File: config.mk
export PLATFORM = sky130hd
export DESIGN_NAME = pcx_rle_scanline_decoder_core
export DESIGN_NICKNAME = d
export VERILOG_FILES = /design/src/rtl/pcxrle_pkg.sv /design/src/rtl/pcx_rle_scanline_decoder_core.sv /design/src/rtl/pcxrle_csr.sv /design/src/rtl/pcxrle_ctrl.sv /design/src/rtl/pcxrle_dp.sv
export SDC_FILE = /design/constraint.sdc
export NUM_CORES = 1
export LEC_CHECK = 0
export BUFFER_PORTS_ARGS = -buffer_cell sky130_fd_sc_hd__buf_2
export CAP_MARGIN = 25
export CORE_ASPECT_RATIO = 1.75
export CORE_MARGIN = 3
export CORE_UTILIZATION = 45
export CTS_CLUSTER_DIAMETER = 40
export DETAILED_ROUTE_END_ITERATION = 12
export MAX_ROUTING_LAYER = met4
export SLEW_MARGIN = 20
export SYNTH_ARGS = -nofsm -noshare
export SYNTH_HDL_FRONTEND = slang
export SYNTH_SLANG_ARGS = --single-unit
File: constraint.sdc
create_clock -name clock -period 8 [get_ports clock]
set_input_delay 0.4 -clock clock [delete_from_list [all_inputs] [get_ports clock]]
set_output_delay 0.4 -clock clock [all_outputs]
set_load 0.05 [all_outputs]
File: src/rtl/pcxrle_pkg.sv
// shared types and constants for the pcx run-length scanline decoder
package pcxrle_pkg;

   // field widths fixed by the stream format
   localparam int ADDR_W  = 26;
   localparam int BYTE_W  = 8;
   localparam int CFG_W   = 13;
   localparam int COUNT_W = 6;

   // default size limits
   localparam int MAX_WIDTH_DEF  = 4096;
   localparam int MAX_HEIGHT_DEF = 4096;

   // run marker test and count mask
   localparam logic [BYTE_W-1:0]  RUN_MARK = 8'hC0;
   localparam logic [COUNT_W-1:0] RUN_MASK = 6'h3F;

   // configuration register indexes
   localparam logic [1:0] REG_IMAGE_WIDTH    = 2'd0;
   localparam logic [1:0] REG_IMAGE_HEIGHT   = 2'd1;
   localparam logic [1:0] REG_BYTES_PER_LINE = 2'd2;
   localparam logic [1:0] REG_RGB_MODE       = 2'd3;

   // configuration register contents
   typedef struct packed {
      logic [CFG_W-1:0] image_width;
      logic [CFG_W-1:0] image_height;
      logic [CFG_W-1:0] bytes_per_line;
      logic             rgb_mode;
   } cfg_type;

   // controller to datapath
   typedef struct packed {
      logic accept;
      logic step;
      logic flush;
   } cmd_type;

   // datapath to controller
   typedef struct packed {
      logic has_work;
      logic step_emit;
      logic step_end;
      logic hold_valid;
      logic out_free;
   } status_type;

endpackage

File: src/rtl/pcx_rle_scanline_decoder_core.sv
// top level of the pcx run-length scanline decoder
//
//  channel  direction  transfer                 payload
//  req      in         req_tvalid & req_tready  tdata: data_byte, tuser: start_of_image
//  rsp      out        rsp_tvalid & rsp_tready  tdata: address, value; tlast; tuser: done
//  csr      in         psel & penable & pwrite  four 13/1-bit registers at 4*i
//
//  a literal byte is accepted, iterated once, and then its held result is flushed
//  a run marker is only accepted; its value byte is accepted, iterated up to count times,
//  and flushed, one output byte per visible column per cycle unless rsp stalls, set by the
//  single position/address unit; padding columns and truncated runs cost only their iterations
//  reset is synchronous, active high, and clears all state but the payload registers at once
//  a stalled rsp channel stalls iterations only when a result must move out
module pcx_rle_scanline_decoder_core #(
   parameter int MAX_WIDTH  = pcxrle_pkg::MAX_WIDTH_DEF,
   parameter int MAX_HEIGHT = pcxrle_pkg::MAX_HEIGHT_DEF
) (
   input  logic        clock,
   input  logic        reset,
   // input stream
   input  logic        req_tvalid,
   output logic        req_tready,
   input  logic [7:0]  req_tdata,   // [7:0] data_byte
   input  logic [0:0]  req_tuser,   // [0] start_of_image
   // result stream
   output logic        rsp_tvalid,
   input  logic        rsp_tready,
   output logic [39:0] rsp_tdata,   // [25:0] pixel_address, [33:26] pixel_value, zero above
   output logic        rsp_tlast,   // last_of_run
   output logic [0:0]  rsp_tuser,   // [0] image_done
   // configuration
   input  logic        csr_psel,
   input  logic        csr_penable,
   input  logic        csr_pwrite,
   input  logic [3:0]  csr_paddr,
   input  logic [31:0] csr_pwdata,
   output logic [31:0] csr_prdata,
   output logic        csr_pready
);
   import pcxrle_pkg::*;

   cfg_type           cfg;
   cmd_type           cmd;
   status_type        status;
   logic [ADDR_W-1:0] rsp_address;
   logic [BYTE_W-1:0] rsp_value;
   logic              rsp_done;

   pcxrle_csr u_csr (
      .clock       (clock),
      .reset       (reset),
      .csr_psel    (csr_psel),
      .csr_penable (csr_penable),
      .csr_pwrite  (csr_pwrite),
      .csr_paddr   (csr_paddr),
      .csr_pwdata  (csr_pwdata),
      .csr_prdata  (csr_prdata),
      .csr_pready  (csr_pready),
      .cfg         (cfg)
   );

   pcxrle_ctrl u_ctrl (
      .clock      (clock),
      .reset      (reset),
      .req_tvalid (req_tvalid),
      .req_tready (req_tready),
      .status     (status),
      .cmd        (cmd)
   );

   pcxrle_dp #(
      .MAX_WIDTH  (MAX_WIDTH),
      .MAX_HEIGHT (MAX_HEIGHT)
   ) u_dp (
      .clock          (clock),
      .reset          (reset),
      .cfg            (cfg),
      .cmd            (cmd),
      .status         (status),
      .start_of_image (req_tuser[0]),
      .data_byte      (req_tdata),
      .rsp_valid      (rsp_tvalid),
      .rsp_ready      (rsp_tready),
      .rsp_address    (rsp_address),
      .rsp_value      (rsp_value),
      .rsp_last       (rsp_tlast),
      .rsp_done       (rsp_done)
   );

   // result packing
   assign rsp_tdata = {6'd0, rsp_value, rsp_address};
   assign rsp_tuser = rsp_done;

`ifndef SYNTHESIS
   // the result that completes the image is always the final one of its byte
   assert property (@(posedge clock) disable iff (reset)
      rsp_tvalid && rsp_tuser[0] |-> rsp_tlast)
      else $error("image_done result without last_of_run");

   // nothing may remain held while a new byte can be taken
   assert property (@(posedge clock) disable iff (reset)
      req_tready |-> !status.hold_valid)
      else $error("held result left behind while idle");

   // a byte that causes no iteration leaves the controller ready
   assert property (@(posedge clock) disable iff (reset)
      cmd.accept && !status.has_work |=> req_tready)
      else $error("controller left idle for a byte without work");

   // a held result is never moved over an output that was not taken
   assert property (@(posedge clock) disable iff (reset)
      rsp_tvalid && !rsp_tready |=> $stable(rsp_tdata) && rsp_tvalid)
      else $error("pending result overwritten");
`endif

endmodule

File: src/rtl/pcxrle_csr.sv
// configuration registers behind the apb-style port
module pcxrle_csr (
   input  logic                    clock,
   input  logic                    reset,
   input  logic                    csr_psel,
   input  logic                    csr_penable,
   input  logic                    csr_pwrite,
   input  logic [3:0]              csr_paddr,
   input  logic [31:0]             csr_pwdata,
   output logic [31:0]             csr_prdata,
   output logic                    csr_pready,
   output pcxrle_pkg::cfg_type     cfg
);
   import pcxrle_pkg::*;

   cfg_type cfg_ff, cfg_in;
   logic    wr_en;

   assign csr_pready = 1'b1;
   assign wr_en      = csr_psel & csr_penable & csr_pwrite;

   // register write decode
   always_comb begin
      cfg_in = cfg_ff;
      if (wr_en) begin
         unique case (csr_paddr[3:2])
            REG_IMAGE_WIDTH:    cfg_in.image_width    = csr_pwdata[CFG_W-1:0];
            REG_IMAGE_HEIGHT:   cfg_in.image_height   = csr_pwdata[CFG_W-1:0];
            REG_BYTES_PER_LINE: cfg_in.bytes_per_line = csr_pwdata[CFG_W-1:0];
            REG_RGB_MODE:       cfg_in.rgb_mode       = csr_pwdata[0];
            default:            cfg_in = cfg_ff;
         endcase
      end
   end

   always_ff @(posedge clock) begin
      if (reset) begin
         cfg_ff.image_width    <= CFG_W'(1);
         cfg_ff.image_height   <= CFG_W'(1);
         cfg_ff.bytes_per_line <= CFG_W'(1);
         cfg_ff.rgb_mode       <= 1'b0;
      end else begin
         cfg_ff <= cfg_in;
      end
   end

   // read mux
   always_comb begin
      unique case (csr_paddr[3:2])
         REG_IMAGE_WIDTH:    csr_prdata = 32'(cfg_ff.image_width);
         REG_IMAGE_HEIGHT:   csr_prdata = 32'(cfg_ff.image_height);
         REG_BYTES_PER_LINE: csr_prdata = 32'(cfg_ff.bytes_per_line);
         REG_RGB_MODE:       csr_prdata = 32'(cfg_ff.rgb_mode);
         default:            csr_prdata = 32'd0;
      endcase
   end

   assign cfg = cfg_ff;

endmodule

File: src/rtl/pcxrle_ctrl.sv
// controller: sequences accept, per-byte run iterations and final flush
module pcxrle_ctrl (
   input  logic                   clock,
   input  logic                   reset,
   input  logic                   req_tvalid,
   output logic                   req_tready,
   input  pcxrle_pkg::status_type status,
   output pcxrle_pkg::cmd_type    cmd
);
   import pcxrle_pkg::*;

   typedef enum logic [2:0] {
      ST_IDLE  = 3'b001,
      ST_ITER  = 3'b010,
      ST_FLUSH = 3'b100
   } ctrl_state_type;

   ctrl_state_type state_ff, state_in;

   // command decode
   always_comb begin
      req_tready = (state_ff == ST_IDLE);
      cmd.accept = (state_ff == ST_IDLE) & req_tvalid;
      // a step that pushes the held result needs room in the output register
      cmd.step   = (state_ff == ST_ITER) &
                   (~(status.step_emit & status.hold_valid) | status.out_free);
      cmd.flush  = (state_ff == ST_FLUSH) & (~status.hold_valid | status.out_free);
   end

   // next state
   always_comb begin
      state_in = state_ff;
      unique case (state_ff)
         ST_IDLE: begin
            if (cmd.accept && status.has_work) state_in = ST_ITER;
         end
         ST_ITER: begin
            if (cmd.step && status.step_end) state_in = ST_FLUSH;
         end
         ST_FLUSH: begin
            if (cmd.flush) state_in = ST_IDLE;
         end
         default: state_in = ST_IDLE;
      endcase
   end

   always_ff @(posedge clock) begin
      if (reset) begin
         state_ff <= ST_IDLE;
      end else begin
         state_ff <= state_in;
      end
   end

endmodule

File: src/rtl/pcxrle_dp.sv
// datapath: run decode, position counters, address generation, result registers
module pcxrle_dp #(
   parameter int MAX_WIDTH  = pcxrle_pkg::MAX_WIDTH_DEF,
   parameter int MAX_HEIGHT = pcxrle_pkg::MAX_HEIGHT_DEF
) (
   input  logic                                clock,
   input  logic                                reset,
   input  pcxrle_pkg::cfg_type                 cfg,
   input  pcxrle_pkg::cmd_type                 cmd,
   output pcxrle_pkg::status_type              status,
   input  logic                                start_of_image,
   input  logic [pcxrle_pkg::BYTE_W-1:0]       data_byte,
   output logic                                rsp_valid,
   input  logic                                rsp_ready,
   output logic [pcxrle_pkg::ADDR_W-1:0]       rsp_address,
   output logic [pcxrle_pkg::BYTE_W-1:0]       rsp_value,
   output logic                                rsp_last,
   output logic                                rsp_done
);
   import pcxrle_pkg::*;

   localparam int CW  = $clog2(MAX_WIDTH) + 1;
   localparam int LW  = $clog2(MAX_HEIGHT) + 1;
   localparam int DWW = (CW > CFG_W) ? CW : CFG_W;
   localparam int DWH = (LW > CFG_W) ? LW : CFG_W;

   // decoder state
   logic               run_pending_ff, run_pending_in;
   logic [COUNT_W-1:0] run_length_ff, run_length_in;
   logic [CW-1:0]      column_ff, column_in;
   logic [1:0]         plane_ff, plane_in;
   logic [LW-1:0]      line_count_ff, line_count_in;
   logic [ADDR_W-1:0]  line_base_ff, line_base_in;
   logic               finished_ff, finished_in;
   logic [COUNT_W-1:0] count_ff, count_in;
   logic [BYTE_W-1:0]  byte_ff, byte_in;

   // held result waiting to learn whether it closes the item
   logic               hold_valid_ff, hold_valid_in;
   logic [ADDR_W-1:0]  hold_addr_ff, hold_addr_in;
   logic [BYTE_W-1:0]  hold_value_ff, hold_value_in;
   logic               hold_done_ff, hold_done_in;

   // output register
   logic               out_valid_ff, out_valid_in;
   logic [ADDR_W-1:0]  out_addr_ff, out_addr_in;
   logic [BYTE_W-1:0]  out_value_ff, out_value_in;
   logic               out_last_ff, out_last_in;
   logic               out_done_ff, out_done_in;

   // clamped register values
   logic [DWW-1:0] w_raw, b_raw;
   logic [DWH-1:0] h_raw;
   logic [CW-1:0]  width_c, bpl_c, kept_c;
   logic [LW-1:0]  height_c;

   always_comb begin
      w_raw = DWW'(cfg.image_width);
      b_raw = DWW'(cfg.bytes_per_line);
      h_raw = DWH'(cfg.image_height);
      if (w_raw == '0)                 width_c = CW'(1);
      else if (w_raw > DWW'(MAX_WIDTH)) width_c = CW'(MAX_WIDTH);
      else                             width_c = w_raw[CW-1:0];
      if (b_raw == '0)                 bpl_c = CW'(1);
      else if (b_raw > DWW'(MAX_WIDTH)) bpl_c = CW'(MAX_WIDTH);
      else                             bpl_c = b_raw[CW-1:0];
      if (h_raw == '0)                  height_c = LW'(1);
      else if (h_raw > DWH'(MAX_HEIGHT)) height_c = LW'(MAX_HEIGHT);
      else                              height_c = h_raw[LW-1:0];
      kept_c = (width_c < bpl_c) ? width_c : bpl_c;
   end

   // per-iteration position logic
   logic              is_mark, fin_eff, pend_eff;
   logic              last_plane, last_line, emit, wrap, line_end, step_end;
   logic [CW-1:0]     col_inc;
   logic [LW-1:0]     line_inc;
   logic [CW+1:0]     col3, offset, w_step;
   logic [ADDR_W-1:0] step_addr;
   logic              step_done;

   always_comb begin
      is_mark    = (data_byte & RUN_MARK) == RUN_MARK;
      fin_eff    = finished_ff & ~start_of_image;
      pend_eff   = run_pending_ff & ~start_of_image;
      last_plane = ~cfg.rgb_mode | (plane_ff >= 2'd2);
      line_inc   = line_count_ff + LW'(1);
      last_line  = line_inc >= height_c;
      col_inc    = column_ff + CW'(1);
      emit       = column_ff < width_c;
      wrap       = col_inc >= bpl_c;
      line_end   = wrap & last_plane;
      step_end   = (count_ff == COUNT_W'(1)) | line_end;
      col3       = ({2'b00, column_ff} << 1) + {2'b00, column_ff};
      offset     = cfg.rgb_mode ? (col3 + (CW+2)'(plane_ff)) : {2'b00, column_ff};
      w_step     = cfg.rgb_mode ? (({2'b00, width_c} << 1) + {2'b00, width_c})
                                : {2'b00, width_c};
      step_addr  = line_base_ff + ADDR_W'(offset);
      step_done  = last_plane & last_line & (col_inc == kept_c);
   end

   // decoder state update
   always_comb begin
      run_pending_in = run_pending_ff;
      run_length_in  = run_length_ff;
      column_in      = column_ff;
      plane_in       = plane_ff;
      line_count_in  = line_count_ff;
      line_base_in   = line_base_ff;
      finished_in    = finished_ff;
      count_in       = count_ff;
      byte_in        = byte_ff;

      if (cmd.accept) begin
         byte_in = data_byte;
         // start of image clears the run and position state first
         if (start_of_image) begin
            run_pending_in = 1'b0;
            run_length_in  = '0;
            column_in      = '0;
            plane_in       = '0;
            line_count_in  = '0;
            line_base_in   = '0;
            finished_in    = 1'b0;
         end
         if (!fin_eff) begin
            if (pend_eff) begin
               run_pending_in = 1'b0;
               count_in       = run_length_ff;
            end else if (is_mark) begin
               run_pending_in = 1'b1;
               run_length_in  = data_byte[COUNT_W-1:0] & RUN_MASK;
            end else begin
               count_in = COUNT_W'(1);
            end
         end
      end

      if (cmd.step) begin
         count_in  = count_ff - COUNT_W'(1);
         column_in = col_inc;
         if (wrap) begin
            column_in = '0;
            if (last_plane) begin
               plane_in      = '0;
               line_count_in = line_inc;
               line_base_in  = line_base_ff + ADDR_W'(w_step);
               if (last_line) finished_in = 1'b1;
            end else begin
               plane_in = plane_ff + 2'd1;
            end
         end
      end
   end

   // hold and output registers
   always_comb begin
      hold_valid_in = hold_valid_ff;
      hold_addr_in  = hold_addr_ff;
      hold_value_in = hold_value_ff;
      hold_done_in  = hold_done_ff;
      out_addr_in   = out_addr_ff;
      out_value_in  = out_value_ff;
      out_last_in   = out_last_ff;
      out_done_in   = out_done_ff;
      out_valid_in  = out_valid_ff & ~rsp_ready;

      // an earlier held result is pushed out, marked last of its item only on flush
      if ((cmd.step && emit && hold_valid_ff) || (cmd.flush && hold_valid_ff)) begin
         out_valid_in = 1'b1;
         out_addr_in  = hold_addr_ff;
         out_value_in = hold_value_ff;
         out_done_in  = hold_done_ff;
         out_last_in  = cmd.flush;
      end

      if (cmd.step && emit) begin
         hold_valid_in = 1'b1;
         hold_addr_in  = step_addr;
         hold_value_in = byte_ff;
         hold_done_in  = step_done;
      end else if (cmd.flush) begin
         hold_valid_in = 1'b0;
      end
   end

   always_ff @(posedge clock) begin
      if (reset) begin
         run_pending_ff <= 1'b0;
         run_length_ff  <= '0;
         column_ff      <= '0;
         plane_ff       <= '0;
         line_count_ff  <= '0;
         line_base_ff   <= '0;
         finished_ff    <= 1'b0;
         count_ff       <= '0;
         hold_valid_ff  <= 1'b0;
         out_valid_ff   <= 1'b0;
      end else begin
         run_pending_ff <= run_pending_in;
         run_length_ff  <= run_length_in;
         column_ff      <= column_in;
         plane_ff       <= plane_in;
         line_count_ff  <= line_count_in;
         line_base_ff   <= line_base_in;
         finished_ff    <= finished_in;
         count_ff       <= count_in;
         hold_valid_ff  <= hold_valid_in;
         out_valid_ff   <= out_valid_in;
      end
   end

   // payload registers
   always_ff @(posedge clock) begin
      byte_ff       <= byte_in;
      hold_addr_ff  <= hold_addr_in;
      hold_value_ff <= hold_value_in;
      hold_done_ff  <= hold_done_in;
      out_addr_ff   <= out_addr_in;
      out_value_ff  <= out_value_in;
      out_last_ff   <= out_last_in;
      out_done_ff   <= out_done_in;
   end

   // status to controller
   always_comb begin
      status.has_work   = ~fin_eff & (pend_eff ? (run_length_ff != '0) : ~is_mark);
      status.step_emit  = emit;
      status.step_end   = step_end;
      status.hold_valid = hold_valid_ff;
      status.out_free   = ~out_valid_ff | rsp_ready;
   end

   assign rsp_valid   = out_valid_ff;
   assign rsp_address = out_addr_ff;
   assign rsp_value   = out_value_ff;
   assign rsp_last    = out_last_ff;
   assign rsp_done    = out_done_ff;

endmodule

==> impl_metrics.ini <==
[run_status]
status = complete, no violations

[synth]
synth-edff-count = 79
synth_compound_area_share_pct = 17.7
synth_top_area_share_pct = 18.8
async_flop_share_pct = 0
avgSynthCellArea_um2 = 8.79
synth_top_family_by_area = simple AND/OR/NAND/NOR gates
synth_xor_area_share_pct = 5.97
synth_area_leaders = edfxtp_1 19%, dfxtp_1 18%, ha_1 12%
synth_mux_area_share_pct = 3.19
synth_warnings = 0
netlist_area_mm2 = 0.0126
synthCells = 1434
synthSimpleGateAreaFrac_pct = 19.0
synthAdderAreaFrac_pct = 12.7
ys_seq_elements = 192
synth_cell_types = 82
synthFlopType = dfxtp_1
ys_seq_area_share_pct = 36.8
synth_top_cell_by_area = edfxtp_1

[route]
num_vias = 10538
drt_iter0_markers = 565
detail-route-antenna-nets = 0
routed_wl_mm = 33.6
post_drt_wl_per_cell_um = 17.9
dr.pass1.iters = 5
viasPerCell = 5.62
drc_errors = 0

[pwr]
switchingPower_w = 0.000683
intPower_w = 0.00157
comb_power_share_pct = 13.5
power_w = 0.00225
power_density_mw_per_mm2 = 162
p_leak_nw = 5.82
power.share.sequential_pct = 47.8
switching_share_pct = 30.4
ir_worst_vdd_mv = 0.136
clock_power_share_pct = 38.6

[worst_setup_path]
r2r_setup_slack_ns = 1.59
end_kind = flop
reg2reg_depth = 25
r2r_end = u_dp.line_base_ff[16]
crit_start = u_csr.cfg[33]
cp.required_ns = 8.38
critPathKind = reg2reg
critical_path.max_fanout = 14
r2r-start = u_csr.cfg[33]
worst_setup_path_start_kind = flop
critPathArrivalTime_ns = 6.79

[clocking]
cts-root-buf = clkbuf_16
cts_resized = 0
cts_buffers = 17
clock_sinks = 192
cts_hold_buffers = 0
clk_path_buf_depth = 2
clk_pin_slew_ns = 0.08
cts-htree-levels = 4
post-cts-setup-buffer-count = 0
clkLatencyLatePin_ns = 0.46
cts_tree = yes

[sta]
hold_viol_final = 0
maxSlewViolCount = 0
worstMarginPinSlew_ns = 1.02
setup_violations = 0
rsz0062_at_grt = false
skew_ns = 0.0130
fin_crit_sh_pct = 80.1
slew_headroom_pct = 31.4
period_minus_slack_ns = 6.41
setup_tns_ns = 0
fmax_mhz = 156

[floorplan]
coreArea_mm2 = 0.0274
die_y_um = 227
initial_core_util_pct = 46.0
io-pin-count = 129
row_count = 80
die_w_um = 133
die_area_mm2 = 0.0301

[place]
post-dp-hpwl_mm = 26.1
place_area_mm2 = 0.0133
io_buffers = 81
place_congestion = 0.928

[finish]
drive_above_1_share_pct = 10.6
layout_common_cells = 184 x nand2_1, 132 x a21oi_1, 123 x nor2_1
layout.nets = 1668
fin_area_mm2 = 0.0139
syn_to_final_growth_pct = 10.1
fin_util_pct = 50.6
layout_commonest_cell = nand2_1
diodes = 0

[global_route]
grt_pass1_vias = 10536
grt_usage_pct = 23.5
overflow = 0
grt_max_degree = 85
antenna_found_initial = 0
grt_pass1_wl_mm = 54.6

[hold_path]
hp-class = in2reg
whs_endpoint = u_dp.byte_ff[4]
hp-start = req_tdata[4]
hold_depth = 1

[flow_run]
cap_violations = 0
==> per-layer routing <==
metal,global-route usage [%],vias up,routed length [um]
li1,-,5262,-
met1,23.3,4959,12400
met2,44.3,233,18400
met3,2.81,84,929
met4,12.8,0,1840
met5,-,-,0
==> power groups by stage <==
stage / clock, W / sequential, W / combinational [W]
after floorplan: 0 / 0.00110 / 0.000235
after global placement: 0 / 0.00110 / 0.000299
after detailed placement: 0 / 0.00110 / 0.000302
after CTS: 0.000895 / 0.00108 / 0.000303
after global routing: 0.000921 / 0.00108 / 0.000335
final: 0.000868 / 0.00108 / 0.000305
==> registers in the layout (all words and copies together), names as in the netlist <==
signal / count
u_dp.rsp_last: 1
u_dp.count_ff: 6
u_dp.rsp_address: 26
u_dp.hold_addr_ff: 26
u_dp.run_pending_ff: 1
u_dp.rsp_valid: 1
u_dp.hold_valid_ff: 1
u_dp.hold_done_ff: 1
u_dp.hold_value_ff: 8
u_dp.byte_ff: 8
u_dp.rsp_value: 8
u_csr.cfg: 40
u_dp.run_length_ff: 6
u_dp.plane_ff: 2
u_dp.line_count_ff: 13
u_dp.finished_ff: 1
u_dp.rsp_done: 1
u_dp.column_ff: 13
u_ctrl.state_ff: 3
u_dp.line_base_ff: 26
==> how the worst max path moves through the flow <==
stage	endpoint	slack, ns	cells after the start
4_1_cts	u_dp.line_base_ff[17]	1.63	24
3_5_place_dp	u_dp.line_base_ff[17]	1.66	24
6_report	u_dp.line_base_ff[16]	1.59	25
5_1_grt	u_dp.line_base_ff[25]	1.14	24
2_1_floorplan	u_dp.rsp_address[0]	1.03	8
3_3_place_gp	u_dp.line_base_ff[25]	1.67	24
==> synthesized netlist by cell type (all sizes together) (5+ instances only) <==
cell,instances
a211oi,7
a21o,25
a21oi,133
a22oi,16
a31oi,14
and2,9
and3,15
buf,32
clkbuf,46
dfxtp,113
edfxtp,79
fa,5
ha,118
inv,46
mux2,12
mux2i,24
nand2,184
nand2b,12
nand3,45
nand3b,15
nand4,14
nor2,123
nor2b,21
nor3,34
nor4,15
o211ai,12
o21a,13
o21ai,68
o21bai,7
o221ai,6
o22ai,9
or3,12
xnor2,52
xor2,34
==> cell type report <==
class	instances	area (um2)
clock inverters	15	174
flip-flops and latches	192	4630
fillers	2694	13500
inverters	47	176
multi-input cells	1141	7500
well taps	369	462
repair buffers	94	505
clock buffers	17	425
==> per-stage QoR <==
step	setup WS [ns]	hold WS [ns]	std cells
after floorplan	1.03	0.400	1458
after global placement	1.67	0.400	1843
after detailed placement	1.66	0.405	1843
after CTS	1.63	0.110	1875
after global routing	1.14	0.109	1875
final	1.59	0.134	1875
==> worst max-delay path, stage by stage, from the launching register on <==
cell and delay, ns:
dfxtp_1 0.65, nor4_1 0.20, a31oi_1 0.61, or2_2 0.25
inv_1 0.10, ha_1 0.23, fa_1 0.40, a21o_1 0.20
a21o_1 0.20, a21oi_1 0.26, inv_1 0.09, a21oi_1 0.15
o221a_2 0.25, o21ai_0 0.12, nor2_1 0.13, xor2_1 0.15
mux2i_1 0.11, ha_1 0.41, nand4_1 0.16, nor3_1 0.25
o31a_1 0.23, o211ai_1 0.10, a21o_1 0.26, or2_1 0.33
or3_1 0.34, a21oi_1 0.14
==> cell families (layout without fill, tap and decap cells) <==
| family | Yosys count | count (layout) |
|---|---|---|
| AND/OR/NAND/NOR | 512 | 512 |
| AO/OA/AOI/OAI | 355 | 355 |
| flip-flops | 192 | 192 |
| adder cells (fa/ha/maj) | 125 | 125 |
| buffers and inverters | 125 | 173 |
| XOR/XNOR | 86 | 86 |
| multiplexers | 37 | 37 |
| other | 2 | 26 |
Power figures use the tool's default switching activity.
